## config.mk

```make
export PLATFORM = sky130hd
export DESIGN_NAME = single_byte_to_utf8_transcoder_unit
export DESIGN_NICKNAME = d
export VERILOG_FILES = /design/src/sbt8_pkg.sv /design/src/sbt8_cp_rom.sv /design/src/single_byte_to_utf8_transcoder_unit.sv
export SDC_FILE = /design/constraint.sdc
export NUM_CORES = 1
export LEC_CHECK = 0
export BUFFER_PORTS_ARGS = -buffer_cell sky130_fd_sc_hd__buf_4
export CORE_ASPECT_RATIO = 1.75
export CORE_UTILIZATION = 59
export CTS_BUF_LIST = sky130_fd_sc_hd__clkbuf_8
export DETAILED_ROUTE_END_ITERATION = 10
export PLACE_DENSITY_LB_ADDON = 0.15
export SLEW_MARGIN = 20
export SYNTH_ARGS = -nofsm -noshare
export SYNTH_HDL_FRONTEND = slang
export SYNTH_SLANG_ARGS = --single-unit
```

## constraint.sdc

```tcl
create_clock -name clk_i -period 4.4 [get_ports clk_i]
set_input_delay 0 -clock clk_i [delete_from_list [all_inputs] [get_ports clk_i]]
set_output_delay 0 -clock clk_i [all_outputs]
set_load 0.02 [all_outputs]
```

## src/sbt8_pkg.sv

```systemverilog
`timescale 1ns / 1ps

package sbt8_pkg;

  typedef enum logic [1:0] {
    ENC_CP1252 = 2'd0,
    ENC_TURKISH = 2'd1,
    ENC_LATIN9 = 2'd2,
    ENC_LATIN2 = 2'd3
  } sbt8_enc_e;

  typedef struct packed {
    logic [7:0] in_byte;
    logic       end_of_text;
  } sbt8_in_t;

  typedef struct packed {
    logic [7:0] out_byte;
    logic       last_of_run;
    logic       text_done;
  } sbt8_out_t;

  localparam logic [15:0] BASE_MAP [32] = '{
    16'h20AC, 16'h0081, 16'h201A, 16'h0192, 16'h201E, 16'h2026, 16'h2020, 16'h2021,
    16'h02C6, 16'h2030, 16'h0160, 16'h2039, 16'h0152, 16'h008D, 16'h017D, 16'h008F,
    16'h0090, 16'h2018, 16'h2019, 16'h201C, 16'h201D, 16'h2022, 16'h2013, 16'h2014,
    16'h02DC, 16'h2122, 16'h0161, 16'h203A, 16'h0153, 16'h009D, 16'h017E, 16'h0178
  };

  localparam logic [15:0] LATIN2_HI [96] = '{
    16'h00A0, 16'h0104, 16'h02D8, 16'h0141, 16'h00A4, 16'h013D, 16'h015A, 16'h00A7,
    16'h00A8, 16'h0160, 16'h015E, 16'h0164, 16'h0179, 16'h00AD, 16'h017D, 16'h017B,
    16'h00B0, 16'h0105, 16'h02DB, 16'h0142, 16'h00B4, 16'h013E, 16'h015B, 16'h02C7,
    16'h00B8, 16'h0161, 16'h015F, 16'h0165, 16'h017A, 16'h02DD, 16'h017E, 16'h017C,
    16'h0154, 16'h00C1, 16'h00C2, 16'h0102, 16'h00C4, 16'h0139, 16'h0106, 16'h00C7,
    16'h010C, 16'h00C9, 16'h0118, 16'h00CB, 16'h011A, 16'h00CD, 16'h00CE, 16'h010E,
    16'h0110, 16'h0143, 16'h0147, 16'h00D3, 16'h00D4, 16'h0150, 16'h00D6, 16'h00D7,
    16'h0158, 16'h016E, 16'h00DA, 16'h0170, 16'h00DC, 16'h00DD, 16'h0162, 16'h00DF,
    16'h0155, 16'h00E1, 16'h00E2, 16'h0103, 16'h00E4, 16'h013A, 16'h0107, 16'h00E7,
    16'h010D, 16'h00E9, 16'h0119, 16'h00EB, 16'h011B, 16'h00ED, 16'h00EE, 16'h010F,
    16'h0111, 16'h0144, 16'h0148, 16'h00F3, 16'h00F4, 16'h0151, 16'h00F6, 16'h00F7,
    16'h0159, 16'h016F, 16'h00FA, 16'h0171, 16'h00FC, 16'h00FD, 16'h0163, 16'h02D9
  };

  function automatic logic [15:0] sbt8_turkish(input logic [7:0] b);
    logic [15:0] cp;
    case (b)
      8'hD0:   cp = 16'h011E;
      8'hDD:   cp = 16'h0130;
      8'hDE:   cp = 16'h015E;
      8'hF0:   cp = 16'h011F;
      8'hFD:   cp = 16'h0131;
      8'hFE:   cp = 16'h015F;
      default: cp = {8'h00, b};
    endcase
    return cp;
  endfunction

  function automatic logic [15:0] sbt8_latin9(input logic [7:0] b);
    logic [15:0] cp;
    case (b)
      8'hA4:   cp = 16'h20AC;
      8'hA6:   cp = 16'h0160;
      8'hA8:   cp = 16'h0161;
      8'hB4:   cp = 16'h017D;
      8'hB8:   cp = 16'h017E;
      8'hBC:   cp = 16'h0152;
      8'hBD:   cp = 16'h0153;
      8'hBE:   cp = 16'h0178;
      default: cp = {8'h00, b};
    endcase
    return cp;
  endfunction

  function automatic logic [15:0] sbt8_code_point(input logic [7:0] b, input sbt8_enc_e enc);
    logic [15:0] cp;
    logic [7:0]  l2_off;
    l2_off = b - 8'hA0;
    if (!b[7]) begin
      cp = {8'h00, b};
    end else if (b < 8'hA0) begin
      cp = BASE_MAP[b[4:0]];
    end else begin
      unique case (enc)
        ENC_TURKISH: cp = sbt8_turkish(b);
        ENC_LATIN9:  cp = sbt8_latin9(b);
        ENC_LATIN2:  cp = LATIN2_HI[l2_off[6:0]];
        default:     cp = {8'h00, b};
      endcase
    end
    return cp;
  endfunction

endpackage

```

## src/sbt8_cp_rom.sv

```systemverilog
`timescale 1ns / 1ps

module sbt8_cp_rom import sbt8_pkg::*; (
  input  logic        clk_i,
  input  logic        rd_en_i,
  input  logic [7:0]  byte_i,
  input  sbt8_enc_e   enc_i,
  output logic [15:0] cp_o
);

  logic [15:0] cp_q;

  always_ff @(posedge clk_i) begin
    if (rd_en_i) begin
      cp_q <= sbt8_code_point(byte_i, enc_i);
    end
  end

  assign cp_o = cp_q;

endmodule

```

## src/single_byte_to_utf8_transcoder_unit.sv

```systemverilog
`timescale 1ns / 1ps

// Channel | Dir | Handshake              | Beat
// in      | in  | in_valid_i/in_ready_o  | sbt8_in_t  (source byte, end of text)
// out     | out | out_valid_o/out_ready_i| sbt8_out_t (UTF-8 byte, last of run, done)
// cfg     | in  | cfg_valid_i/cfg_ready_o| 2-bit encoding select
//
// One output beat per cycle while out_ready_i accepts; an input byte yields 1, 2 or 3
// UTF-8 bytes, emitted one by one by the byte serialiser. An input beat reaches the
// output through the code-point ROM read, the serialiser and the output register.
// Reset clears the encoding to windows-1252 and empties all stages.
// A stall on out holds the output register and backs up through the serialiser
// and the lookup stage to in_ready_o.

module single_byte_to_utf8_transcoder_unit import sbt8_pkg::*; (
  input  logic       clk_i,
  input  logic       rst_ni,
  input  logic       in_valid_i,
  output logic       in_ready_o,
  input  sbt8_in_t   in_data_i,
  output logic       out_valid_o,
  input  logic       out_ready_i,
  output sbt8_out_t  out_data_o,
  input  logic       cfg_valid_i,
  output logic       cfg_ready_o,
  input  logic [1:0] cfg_data_i
);

  sbt8_enc_e   enc_q;
  logic        in_acc;

  logic        s1_valid_q, s1_valid_d;
  logic        s1_eot_q;
  logic [15:0] s1_cp;
  logic        s1_move;

  logic        ser_valid_q, ser_valid_d;
  logic [15:0] ser_cp_q;
  logic [1:0]  ser_len_q;
  logic [1:0]  ser_idx_q;
  logic        ser_eot_q;
  logic        ser_last;
  logic        ser_free;
  logic        emit;
  logic [1:0]  new_len;
  logic [7:0]  ser_byte;

  logic        out_valid_q, out_valid_d;
  sbt8_out_t   out_q;

  assign cfg_ready_o = 1'b1;

  always_ff @(posedge clk_i or negedge rst_ni) begin
    if (!rst_ni) begin
      enc_q <= ENC_CP1252;
    end else if (cfg_valid_i) begin
      enc_q <= sbt8_enc_e'(cfg_data_i);
    end
  end

  assign emit     = ser_valid_q && (!out_valid_q || out_ready_i);
  assign ser_last = (ser_idx_q == (ser_len_q - 2'd1));
  assign ser_free = !ser_valid_q || (emit && ser_last);
  assign s1_move  = s1_valid_q && ser_free;

  assign in_ready_o = !s1_valid_q || s1_move;
  assign in_acc     = in_valid_i && in_ready_o;

  sbt8_cp_rom u_cp_rom (
    .clk_i   (clk_i),
    .rd_en_i (in_acc),
    .byte_i  (in_data_i.in_byte),
    .enc_i   (enc_q),
    .cp_o    (s1_cp)
  );

  always_comb begin
    s1_valid_d = s1_valid_q;
    if (in_acc) begin
      s1_valid_d = 1'b1;
    end else if (s1_move) begin
      s1_valid_d = 1'b0;
    end
  end

  always_ff @(posedge clk_i or negedge rst_ni) begin
    if (!rst_ni) begin
      s1_valid_q <= 1'b0;
    end else begin
      s1_valid_q <= s1_valid_d;
    end
  end

  always_ff @(posedge clk_i) begin
    if (in_acc) begin
      s1_eot_q <= in_data_i.end_of_text;
    end
  end

  always_comb begin
    if (s1_cp < 16'h0080) begin
      new_len = 2'd1;
    end else if (s1_cp < 16'h0800) begin
      new_len = 2'd2;
    end else begin
      new_len = 2'd3;
    end
  end

  always_comb begin
    ser_valid_d = ser_valid_q;
    if (s1_move) begin
      ser_valid_d = 1'b1;
    end else if (emit && ser_last) begin
      ser_valid_d = 1'b0;
    end
  end

  always_ff @(posedge clk_i or negedge rst_ni) begin
    if (!rst_ni) begin
      ser_valid_q <= 1'b0;
      ser_idx_q   <= 2'd0;
    end else begin
      ser_valid_q <= ser_valid_d;
      if (s1_move) begin
        ser_idx_q <= 2'd0;
      end else if (emit && !ser_last) begin
        ser_idx_q <= ser_idx_q + 2'd1;
      end
    end
  end

  always_ff @(posedge clk_i) begin
    if (s1_move) begin
      ser_cp_q  <= s1_cp;
      ser_len_q <= new_len;
      ser_eot_q <= s1_eot_q;
    end
  end

  always_comb begin
    ser_byte = ser_cp_q[7:0];
    case (ser_len_q)
      2'd2: begin
        if (ser_idx_q == 2'd0) begin
          ser_byte = {3'b110, ser_cp_q[10:6]};
        end else begin
          ser_byte = {2'b10, ser_cp_q[5:0]};
        end
      end
      2'd3: begin
        if (ser_idx_q == 2'd0) begin
          ser_byte = {4'b1110, ser_cp_q[15:12]};
        end else if (ser_idx_q == 2'd1) begin
          ser_byte = {2'b10, ser_cp_q[11:6]};
        end else begin
          ser_byte = {2'b10, ser_cp_q[5:0]};
        end
      end
      default: ser_byte = ser_cp_q[7:0];
    endcase
  end

  always_comb begin
    out_valid_d = out_valid_q;
    if (emit) begin
      out_valid_d = 1'b1;
    end else if (out_ready_i) begin
      out_valid_d = 1'b0;
    end
  end

  always_ff @(posedge clk_i or negedge rst_ni) begin
    if (!rst_ni) begin
      out_valid_q <= 1'b0;
    end else begin
      out_valid_q <= out_valid_d;
    end
  end

  always_ff @(posedge clk_i) begin
    if (emit) begin
      out_q.out_byte    <= ser_byte;
      out_q.last_of_run <= ser_last;
      out_q.text_done   <= ser_last && ser_eot_q;
    end
  end

  assign out_valid_o = out_valid_q;
  assign out_data_o  = out_q;

  a_idx_in_range : assert property (@(posedge clk_i) disable iff (!rst_ni)
    ser_valid_q |-> (ser_idx_q < ser_len_q))
    else $error("serialiser index beyond run length");

  a_done_on_last : assert property (@(posedge clk_i) disable iff (!rst_ni)
    out_valid_q |-> (!out_q.text_done || out_q.last_of_run))
    else $error("text done beat not closing its run");

  a_lead_not_ascii : assert property (@(posedge clk_i) disable iff (!rst_ni)
    (out_valid_q && !out_q.last_of_run) |-> out_q.out_byte[7])
    else $error("multi-byte run carries an ASCII byte");

  a_hold_lookup : assert property (@(posedge clk_i) disable iff (!rst_ni)
    (s1_valid_q && !ser_free) |-> !in_ready_o)
    else $error("input taken while lookup stage blocked");

endmodule
```

==> results of run 1 <==
-- cell usage in the layout, fill, tap and decap left out, types with 5 or more instances in the layout --
master | synthesis | routed
sky130_fd_sc_hd__a31oi_1 | 17 | 17
sky130_fd_sc_hd__clkbuf_8 | 0 | 5
sky130_fd_sc_hd__o22ai_1 | 7 | 7
sky130_fd_sc_hd__mux2i_1 | 14 | 14
sky130_fd_sc_hd__edfxtp_1 | 36 | 36
sky130_fd_sc_hd__a211oi_1 | 5 | 5
sky130_fd_sc_hd__nor3_1 | 11 | 11
sky130_fd_sc_hd__nor2_1 | 33 | 33
sky130_fd_sc_hd__o211ai_1 | 11 | 11
sky130_fd_sc_hd__nand3b_1 | 6 | 6
sky130_fd_sc_hd__nor2b_1 | 13 | 13
sky130_fd_sc_hd__inv_1 | 15 | 18
sky130_fd_sc_hd__o311ai_0 | 5 | 5
sky130_fd_sc_hd__nand3_1 | 18 | 18
sky130_fd_sc_hd__a21oi_1 | 34 | 34
sky130_fd_sc_hd__dfrtp_1 | 7 | 7
sky130_fd_sc_hd__o21ai_0 | 37 | 37
sky130_fd_sc_hd__o2111ai_1 | 6 | 6
sky130_fd_sc_hd__xnor2_1 | 5 | 5
sky130_fd_sc_hd__ha_1 | 18 | 18
sky130_fd_sc_hd__buf_4 | 7 | 28
sky130_fd_sc_hd__dlygate4sd3_1 | 0 | 6
sky130_fd_sc_hd__nand2_1 | 47 | 47
sky130_fd_sc_hd__and2_1 | 7 | 7
sky130_fd_sc_hd__nand2b_1 | 17 | 17
sky130_fd_sc_hd__o221ai_1 | 6 | 6
-- through the flow --
stage               cell area, um2  util [%]  std cells
floorplan                     4120         -        503
global placement              4190      61.6        566
detailed placement            4190      61.6        566
CTS                           4330      63.7        580
global route                  4330      63.7        580
finish                        4330      63.7        580
-- flip-flops by register name, indices dropped and copies added, names as in the netlist --
register	count
ser_cp_q	11
u_cp_rom.cp_o	11
out_data_o	10
enc_q	2
ser_idx_q	2
ser_len_q	2
out_valid_o	1
s1_eot_q	1
s1_valid_q	1
ser_eot_q	1
ser_valid_q	1
-- metal layers --
metal | part of all wire [%] | global-route usage (%) | up-vias
met3 | 7.5 | 6.10 | 86
met2 | 51 | 68.0 | 282
met1 | 32 | 40.2 | 1938
met5 | 0 | 0 | -
li1 | - | - | 1868
met4 | 9.6 | 37.1 | 0
-- power breakdown --
| part | total, mW | internal (mW) | switching, mW |
|---|---|---|---|
| logic | 0.774 | 0.287 | 0.487 |
| registers | 0.704 | 0.635 | 0.0690 |
| clock network | 0.227 | 0.106 | 0.121 |
| total | 1.71 | 1.03 | 0.678 |
-- kinds of logic (layout without fill, tap and decap cells) --
| family | Yosys count | in the layout | synth area share [%] |
|---|---|---|---|
| simple gates | 173 | 173 | 21.5 |
| xor+xnor | 6 | 6 | 1.28 |
| mux | 17 | 17 | 4.22 |
| compound gates | 179 | 179 | 29.5 |
| flops | 43 | 43 | 30.5 |
| fa+ha+maj | 18 | 18 | 5.47 |
| other cells | 1 | 1 | 0.0910 |
| buf+inv | 66 | 59 | 7.44 |
-- cell type report --
type | count | area [um2] | area share, %
Multi-Input combinational cell | 394 | 2560 | 59.0
Sequential cell | 43 | 1260 | 29.0
Timing Repair Buffer | 34 | 270 | 6.24
Tap cell | 84 | 105 | 2.43
Clock buffer | 5 | 68.8 | 1.59
Inverter | 17 | 63.8 | 1.47
Clock inverter | 3 | 11.3 | 0.260
-- worst max-delay path by stage --
stage	cells past startpoint	slack (ns)	endpoint
floorplan	10	2.15	u_cp_rom.cp_o[7]
global placement	9	1.73	u_cp_rom.cp_o[1]
detailed placement	9	1.74	u_cp_rom.cp_o[0]
CTS	9	2.06	u_cp_rom.cp_o[0]
global route	8	1.83	u_cp_rom.cp_o[7]
finish	9	2.00	u_cp_rom.cp_o[0]
-- repair_timing --
item / in CTS / in global routing
gates resized for setup: 0 / 0
hold endpoints to repair: 11 / 0
hold buffers: 6 / 0
-- worst register-to-register path, stage by stage, from the launching register on --
cell	delay, ns
sky130_fd_sc_hd__edfxtp_1	0.39
sky130_fd_sc_hd__inv_1	0.06
sky130_fd_sc_hd__ha_1	0.30
sky130_fd_sc_hd__xor2_1	0.16
sky130_fd_sc_hd__nor2_1	0.18
sky130_fd_sc_hd__nand2_1	0.09
sky130_fd_sc_hd__nand2_1	0.09
sky130_fd_sc_hd__and2_1	0.61
==> results, run 1 <==
- The number of global-route vias before repair came to 4002.
- The endpoint identified for the worst register-to-register timing path is ser_cp_q[4].
- The overall power after layout is 1.71 mW.
- After detailed routing, the average wire length per cell comes to 24.5 um.
- The total routed wirelength is 14.2 mm.
- The smallest clock period supported by the final layout is computed as 2.40 ns.
- The number of top-level pins is 29.
- The number of buffers and inverters on the critical path is 2.
- The number of post-CTS setup repair buffers is 0.
- For this design, the sink count on the clock tree is 43.
- The overall die area is 7330 um2.
- TritonCTS built the clock tree.
- For this run, the detailed router's first-pass iteration total came to 5.
- After global routing the overflow that remains totals 0.
- The HPWL reported at the end of detailed placement is 10.3 mm.
- The number of storage elements in the synthesis netlist is 43.
- After layout, the worst path uses 54.5% of the clock period.
- The share of synthesized area occupied by flip-flops and latches is 30.5%.
- At the end of the flow, the number of nets in the layout was 529.
- The detailed-route via count is 4174.
- The element type at the critical path start is an input port.
- The number of buffers added on ports is 27.
- In this run the worst path has a maximum fanout of 17.
- The count of final hold-check violations is 0.
- The startpoint identified for the worst register-to-register timing path is ser_len_q[0].
- Dividing the detail-routed via count by the number of cells gives 7.20.
- In this run the cell area of the synthesized design comes to 4120 um2.
- The endpoint of the worst hold path is out_valid_o.
- The type of destination of the critical path is a flip-flop.
- The vertical die dimension is 113 um.
- The top flip-flop cell by instance count after synthesis is sky130_fd_sc_hd__edfxtp_1.
- After synthesis, the cell types taking the most area are sky130_fd_sc_hd__edfxtp_1 26%, sky130_fd_sc_hd__ha_1 5.5%, sky130_fd_sc_hd__o21ai_0 4.5%.
- The slew of the pin with the lowest slew margin is 0.917 ns.
- The number of distinct library cell variants in the gate-level netlist after synthesis is 68.
- For this run, the number of Yosys warnings is 0.
- The number of maximum-capacitance constraint violations is 0.
- The gate family responsible for the most delay along the worst path is compound AO/OA/AOI/OAI gates.
- Counting flops with a built-in enable in the synthesized netlist gives 36.
- The start point of the worst hold path is out_ready_i.
- The first routing iteration left 431 violations.
- The floorplan step set the die width to 65.2 um.
- The signal on the critical path passes through buf_4, inv_1, ha_1, nor2_1, a211oi_4, nand2_2, a21o_1, a211o_1, a311o_1.
- CTS built an H-tree with a depth of 2.
- For this configuration, the core starts out at a cell density of 60.5%.
- The final weighted congestion of routability-driven global placement is 1.03.
- The number of pins exceeding their max-slew limit in the final report is 0.
- The class of the tightest hold or removal check is in -> reg.
- The data required time of the worst path is 4.46 ns.
- The first global-routing pass estimated 21.6 mm of wire.
- The cell with the most instances after synthesis is sky130_fd_sc_hd__nand2_1.
- The average instance area after synthesis is 8.19 um2.
- Setup repair after global routing left no endpoint under its margin.
- The final setup violation count is 0.
- CTS placed an instance of sky130_fd_sc_hd__clkbuf_8 at the clock tree root.
- In the post-route analysis, the smallest setup slack over all paths is 2.00 ns.
- For the worst setup path, the data arrival time is 2.45 ns.
- The repair_antennas step left the layout with diodes totalling 0.
- The layout overhead on the synthesized area is 5.16%.
- After synthesis, the most frequently instantiated cells are 47 x sky130_fd_sc_hd__nand2_1, 37 x sky130_fd_sc_hd__o21ai_0, 36 x sky130_fd_sc_hd__edfxtp_1.
- The floorplan row count is 40.
- The cell count after synthesis is 503.
- For the worst flop-to-flop path, the logic depth is 7.
- The clock edge transition at the registers on the reported setup and hold paths is 0.08 ns.
- The fraction of registers with async set or reset after synthesis is 16.3%.
- Dividing total power by cell area gives a power density of 394 nW/um2.
- Summed over all cells, the static leakage comes to 1.58 nW.
- The summed negative setup slack over all endpoints is 0 ns.
- In this design, the stage delay of the slowest critical-path cell is 0.53 ns.
- The clock skew is 0.0119 ns.
- The share of synthesized area in the top cell type comes to 26.2%.
- Global routing used 40.0% of the available tracks across all layers.
- In this run the register-to-register setup slack is 2.14 ns.
- IR analysis of the VDD net gives a maximum drop of 0.132 mV.
- The number of cells traversed by the worst hold path is 3.
- The flow ran to the end, and the final reports show no timing, DRC or antenna violations.
- The fraction of layout instances using a drive strength above 1 is 8.87%.
- The number of clock buffers added by TritonCTS is 5.
- The longest clock path from root to sink contains 2 buffers.
- Tracing the worst setup path back leads to its startpoint at in_data_i[1].
- Timing would allow up to 417 MHz.
- At the placement stage, the worst setup path has a slack of 1.74 ns.
- The number of remaining DRC errors is 0.
- The highest-delay cell along the critical path is sky130_fd_sc_hd__ha_1.
- The headroom to the max-slew limit is 38.9%.
- The initial antenna violation count came to 0.
- The layout has 622 filler cells.
- In this run the standard cell core region covers 6810 um2.
- Summed over all instances, the cell type with the most area after synthesis is sky130_fd_sc_hd__edfxtp_1.
- The worst-case hold slack is 0.0229 ns.
- The largest net degree at the start of global routing is 92.
- The clock reaches the later pin of the worst-skew pair after 0.30 ns.
- The start-to-end type of the worst setup path is in -> reg.
- The number of nets handed over by synthesis was 537.
- The count of nets left with antenna violations once routing finished came out at 0.
Note: power is estimated with default switching activity, not from simulation.
==> inputs of run 2 (changes only) <==
--- a/config.mk
+++ b/config.mk
@@ -7,7 +7,7 @@
 export LEC_CHECK = 0
 export BUFFER_PORTS_ARGS = -buffer_cell sky130_fd_sc_hd__buf_4
 export CORE_ASPECT_RATIO = 1.75
-export CORE_UTILIZATION = 59
+export CORE_UTILIZATION = 57
 export CTS_BUF_LIST = sky130_fd_sc_hd__clkbuf_8
 export DETAILED_ROUTE_END_ITERATION = 10
 export PLACE_DENSITY_LB_ADDON = 0.15
==> constraint.sdc (replaced) <==
create_clock -name clk_i -period 2.1 [get_ports clk_i]
set_input_delay 0 -clock clk_i [delete_from_list [all_inputs] [get_ports clk_i]]
set_output_delay 0 -clock clk_i [all_outputs]
set_load 0.02 [all_outputs]
==> run 2 against run 1 <==
Combinational power is 140% higher. Utilization rose by 6.8 points. Clock skew is 0.0051 ns lower. Sequential cell count did not move. Critical path depth shrank 1. Sequential share of layout area fell by 3.2 points. Critical path type is now reg -> reg. Clock-buffer cell count grew 1. Clock power rose by 130%.
==> results, run 2 (same netlist as run 1, synthesis figures left out) <==
- The area of the core region is 6910 um2 (was 6810 um2).
- The combinational share of power came to 48.4% (was 45.4%).
- The clock share of power is 13.5% (was 13.3%).
- The maximum clock frequency is 505 MHz.
- The headroom to the max-slew limit is 44.6% (was 38.9%).
- The global-route wire length before repair came to 23.5 mm (was 21.6 mm).
- The worst endpoint data arrival time is 1.99 ns (was 2.45 ns).
- The horizontal die dimension was 66.3 um (was 65.2 um).
- The maximum fanout along the worst path is 12 (was 17).
- The floorplan row count is 40 (unchanged).
- The detailed-route via count is 4459 (was 4174).
- The fraction of layout instances using a drive strength above 1 came to 19.6% (was 8.87%).
- The clock tree buffer depth was 2 (unchanged).
- The number of remaining DRC errors is 0 (unchanged).
- The CTS sink count came to 43 (unchanged).
- The cell-internal power is 2.36 mW (was 1.03 mW).
- After layout, the minimum clock period comes to 1.98 ns.
- The largest net degree at the start of global routing is 36 (was 92).
- The mean routed wirelength per cell is 24.1 um (was 24.5 um).
- The vertical die dimension is 114 um (was 113 um).
- The standard cell area after detailed placement was 4710 um2 (was 4190 um2).
- The total number of H-tree levels came to 2 (unchanged).
- The initial antenna violation count is 0 (unchanged).
- The topmost layer with routed signal wires is met4 (unchanged).
- The proportion of power drawn by flip-flops and latches is 38.1% (was 41.3%).
- The maximum resistive drop on vdd is 0.336 mV (was 0.132 mV).
- The overall die area was 7590 um2 (was 7330 um2).
- The data required time of the worst path was 2.11 ns (was 4.46 ns).
- The clock root buffer is sky130_fd_sc_hd__clkbuf_8 (unchanged).
- Commonest cells after routing, fill and taps aside: 84 x sky130_fd_sc_hd__buf_4, 47 x sky130_fd_sc_hd__nand2_1, 37 x sky130_fd_sc_hd__o21ai_0 (was 47 x sky130_fd_sc_hd__nand2_1, 37 x sky130_fd_sc_hd__o21ai_0, 36 x sky130_fd_sc_hd__edfxtp_1).
- The total routing resource utilization after global routing was 43.1% (was 40.0%).
- The total length of routed met3 wires is 1.10 mm (was 1.07 mm).
- The largest incremental delay on the critical path was 0.41 ns (was 0.53 ns).
- The layout overhead on the synthesized area is 18.1% (was 5.16%).
- The fraction of the cycle the final worst path needs is 94.3%.
- The total routed wirelength is 15.5 mm (was 14.2 mm).
- The first-pass iteration count of the detailed router is 7 (was 5).
- The total power per unit cell area is 796 nW/um2 (was 394 nW/um2).
- The clock edge transition at the registers on the reported setup and hold paths was 0.08 ns (about the same).
- The start-to-end type of the worst setup path is reg -> reg (was in -> reg).
- The via-per-instance ratio is 6.96 (was 7.20).
- CP Cell Sequence: inv_1, ha_1, xor2_1, nor2_2, nand2_1, nand3_1, and2_1, buf_12 (was buf_4, inv_1, ha_1, nor2_1, a211oi_4, nand2_2, a21o_1, a211o_1, a311o_1).
- The total clock buffers created by CTS came to 5 (unchanged).
- The start point of the worst hold path is out_ready_i (unchanged).
- The starting utilization of the core area is 59.7% (was 60.5%).
- The clock skew is 0.00685 ns (was 0.0119 ns).
- The class of the tightest hold or removal check is in -> reg (unchanged).
- The number of buffers added on ports is 27 (unchanged).
- The worst reg2reg path depth was 8 (was 7).
- The commonest non-fill, non-tap cell in the layout is sky130_fd_sc_hd__buf_4 (was sky130_fd_sc_hd__nand2_1).
- Result of the run: complete, no violations (unchanged).
- The number of post-CTS setup repair buffers was 0 (unchanged).
- The worst flop-to-flop path endpoint is u_cp_rom.cp_o[6] (was ser_cp_q[4]).
- The final weighted congestion of routability-driven global placement is 1.08 (was 1.03).
- The number of DRC markers in iteration 0 is 597 (was 431).
- The endpoint of the worst hold path was out_valid_o (unchanged).
- The final global-route overflow total is 0 (unchanged).
- The final standard cell area without fillers is 4870 um2 (was 4330 um2).
- The switching fraction of total power is 39.0% (was 39.7%).
- The final setup violation count is 0 (unchanged).
- The number of top-level pins is 29 (unchanged).
- The number of nets in the final layout came to 590 (was 529).
- The count of final hold-check violations is 0 (unchanged).
- The highest-delay cell along the critical path is sky130_fd_sc_hd__edfxtp_1 (was sky130_fd_sc_hd__ha_1).
- The element type at the critical path start is a flip-flop (was input port).
- The CTS tree is yes (unchanged).
- The number of maximum-capacitance constraint violations is 0 (unchanged).
- The number of pins exceeding their max-slew limit in the final report is 0 (unchanged).
- The slew of the pin with the lowest slew margin was 0.821 ns (was 0.917 ns).
- The overall power after layout was 3.87 mW (was 1.71 mW).
- The start of the worst register-to-register path is ser_len_q[0] (unchanged).
- The HPWL reported at the end of detailed placement came to 11.8 mm (was 10.3 mm).
- The number of nets with antenna violations after routing was 0 (unchanged).
- The number of antenna repair diodes is 0 (unchanged).
- The number of global-route vias before repair is 4345 (was 4002).
- The sum of met2 wire segment lengths after detailed routing is 7.72 mm (was 7.24 mm).
- The leakage power total is 1.90 nW (was 1.58 nW).
- The number of cells traversed by the worst hold path came to 3 (unchanged).
- The type of destination of the critical path is a flip-flop (unchanged).
- Unrepaired setup endpoints after global routing: no (unchanged).
- The met1 layer wirelength in the final routing is 5.00 mm (was 4.55 mm).
- The register-to-register setup slack is 0.12 ns (was 2.14 ns).
- The net switching power of the design is 1.51 mW (was 0.678 mW).
- The latest clock arrival within the worst-skew pair came to 0.29 ns (was 0.30 ns).
## run 2: changes by cell type in the layout (fill, tap and decap cells not counted)
cell / delta
sky130_fd_sc_hd__buf_12: +5
sky130_fd_sc_hd__buf_4: +56
sky130_fd_sc_hd__clkbuf_8: +1
sky130_fd_sc_hd__clkinv_2: +1
sky130_fd_sc_hd__inv_1: -3
sky130_fd_sc_hd__inv_2: +1
sky130_fd_sc_hd__nor2_1: -1
sky130_fd_sc_hd__nor2_2: +1
## run 2: what timing repair did
action | CTS | global route
gates resized for setup | 0 | 1
hold buffers | 6 | 0
endpoints found under the hold margin | 11 | 0
endpoints found under the setup margin | 0 | 26
## run 2: layout make-up
class	instances	area, um2
Multi-Input combinational cell	394	2560
Fill cell	550	2040
Tap cell	84	105
Sequential cell	43	1260
Timing Repair Buffer	95	791
Inverter	17	63.8
Clock inverter	2	8.76
Clock buffer	6	82.6
## run 2: worst max-delay path by stage
stage / startpoint / endpoint / slack, ns / depth (start not counted)
after floorplan: in_data_i[2] / u_cp_rom.cp_o[0] / 0.05 / 8
after global placement: in_data_i[1] / u_cp_rom.cp_o[0] / -0.04 / 9
after detailed placement: in_data_i[1] / u_cp_rom.cp_o[0] / -0.06 / 9
after CTS: ser_len_q[0] / u_cp_rom.cp_o[6] / 0.05 / 8
after global routing: ser_len_q[0] / u_cp_rom.cp_o[3] / 0.03 / 8
final: ser_len_q[0] / u_cp_rom.cp_o[6] / 0.12 / 8
## run 2: worst max-delay path, delay by kind of cell (launching register included)
kind | cells | cell delay, ns
AND/OR/NAND/NOR | 4 | 0.59
flip-flops | 1 | 0.41
adder cells (fa/ha/maj) | 1 | 0.30
buffers and inverters | 2 | 0.22
XOR/XNOR | 1 | 0.17
## run 2: through the flow
stage / TNS [ns] / std cells / setup slack [ns] / util (%) / hold slack [ns]
5_1_grt: 0 / 641 / 0.0262 / 70.5 / 0.0258
4_1_cts: 0 / 641 / 0.0511 / 70.4 / 0.00280
3_3_place_gp: -0.0381 / 627 / -0.0381 / 68.2 / -0.185
2_1_floorplan: 0 / 503 / 0.0479 / - / -0.296
6_report: 0 / 641 / 0.119 / 70.5 / 0.0107
3_5_place_dp: -0.0705 / 627 / -0.0629 / 68.2 / -0.183
## run 2: power by group through the flow
stage / Clock, mW / Combinational (mW) / Sequential (mW)
after global routing: 0.553 / 2.00 / 1.50
after global placement: 0 / 1.76 / 1.46
final: 0.524 / 1.87 / 1.48
after CTS: 0.531 / 1.83 / 1.47
after detailed placement: 0 / 1.82 / 1.49
after floorplan: 0 / 1.01 / 1.55
## run 2: per-layer routing
layer | vias up | global-route usage, %
met3 | 120 | 8.07
li1 | 1987 | -
met4 | 0 | 40.6
met1 | 2053 | 41.4
met5 | - | 0
met2 | 299 | 73.9
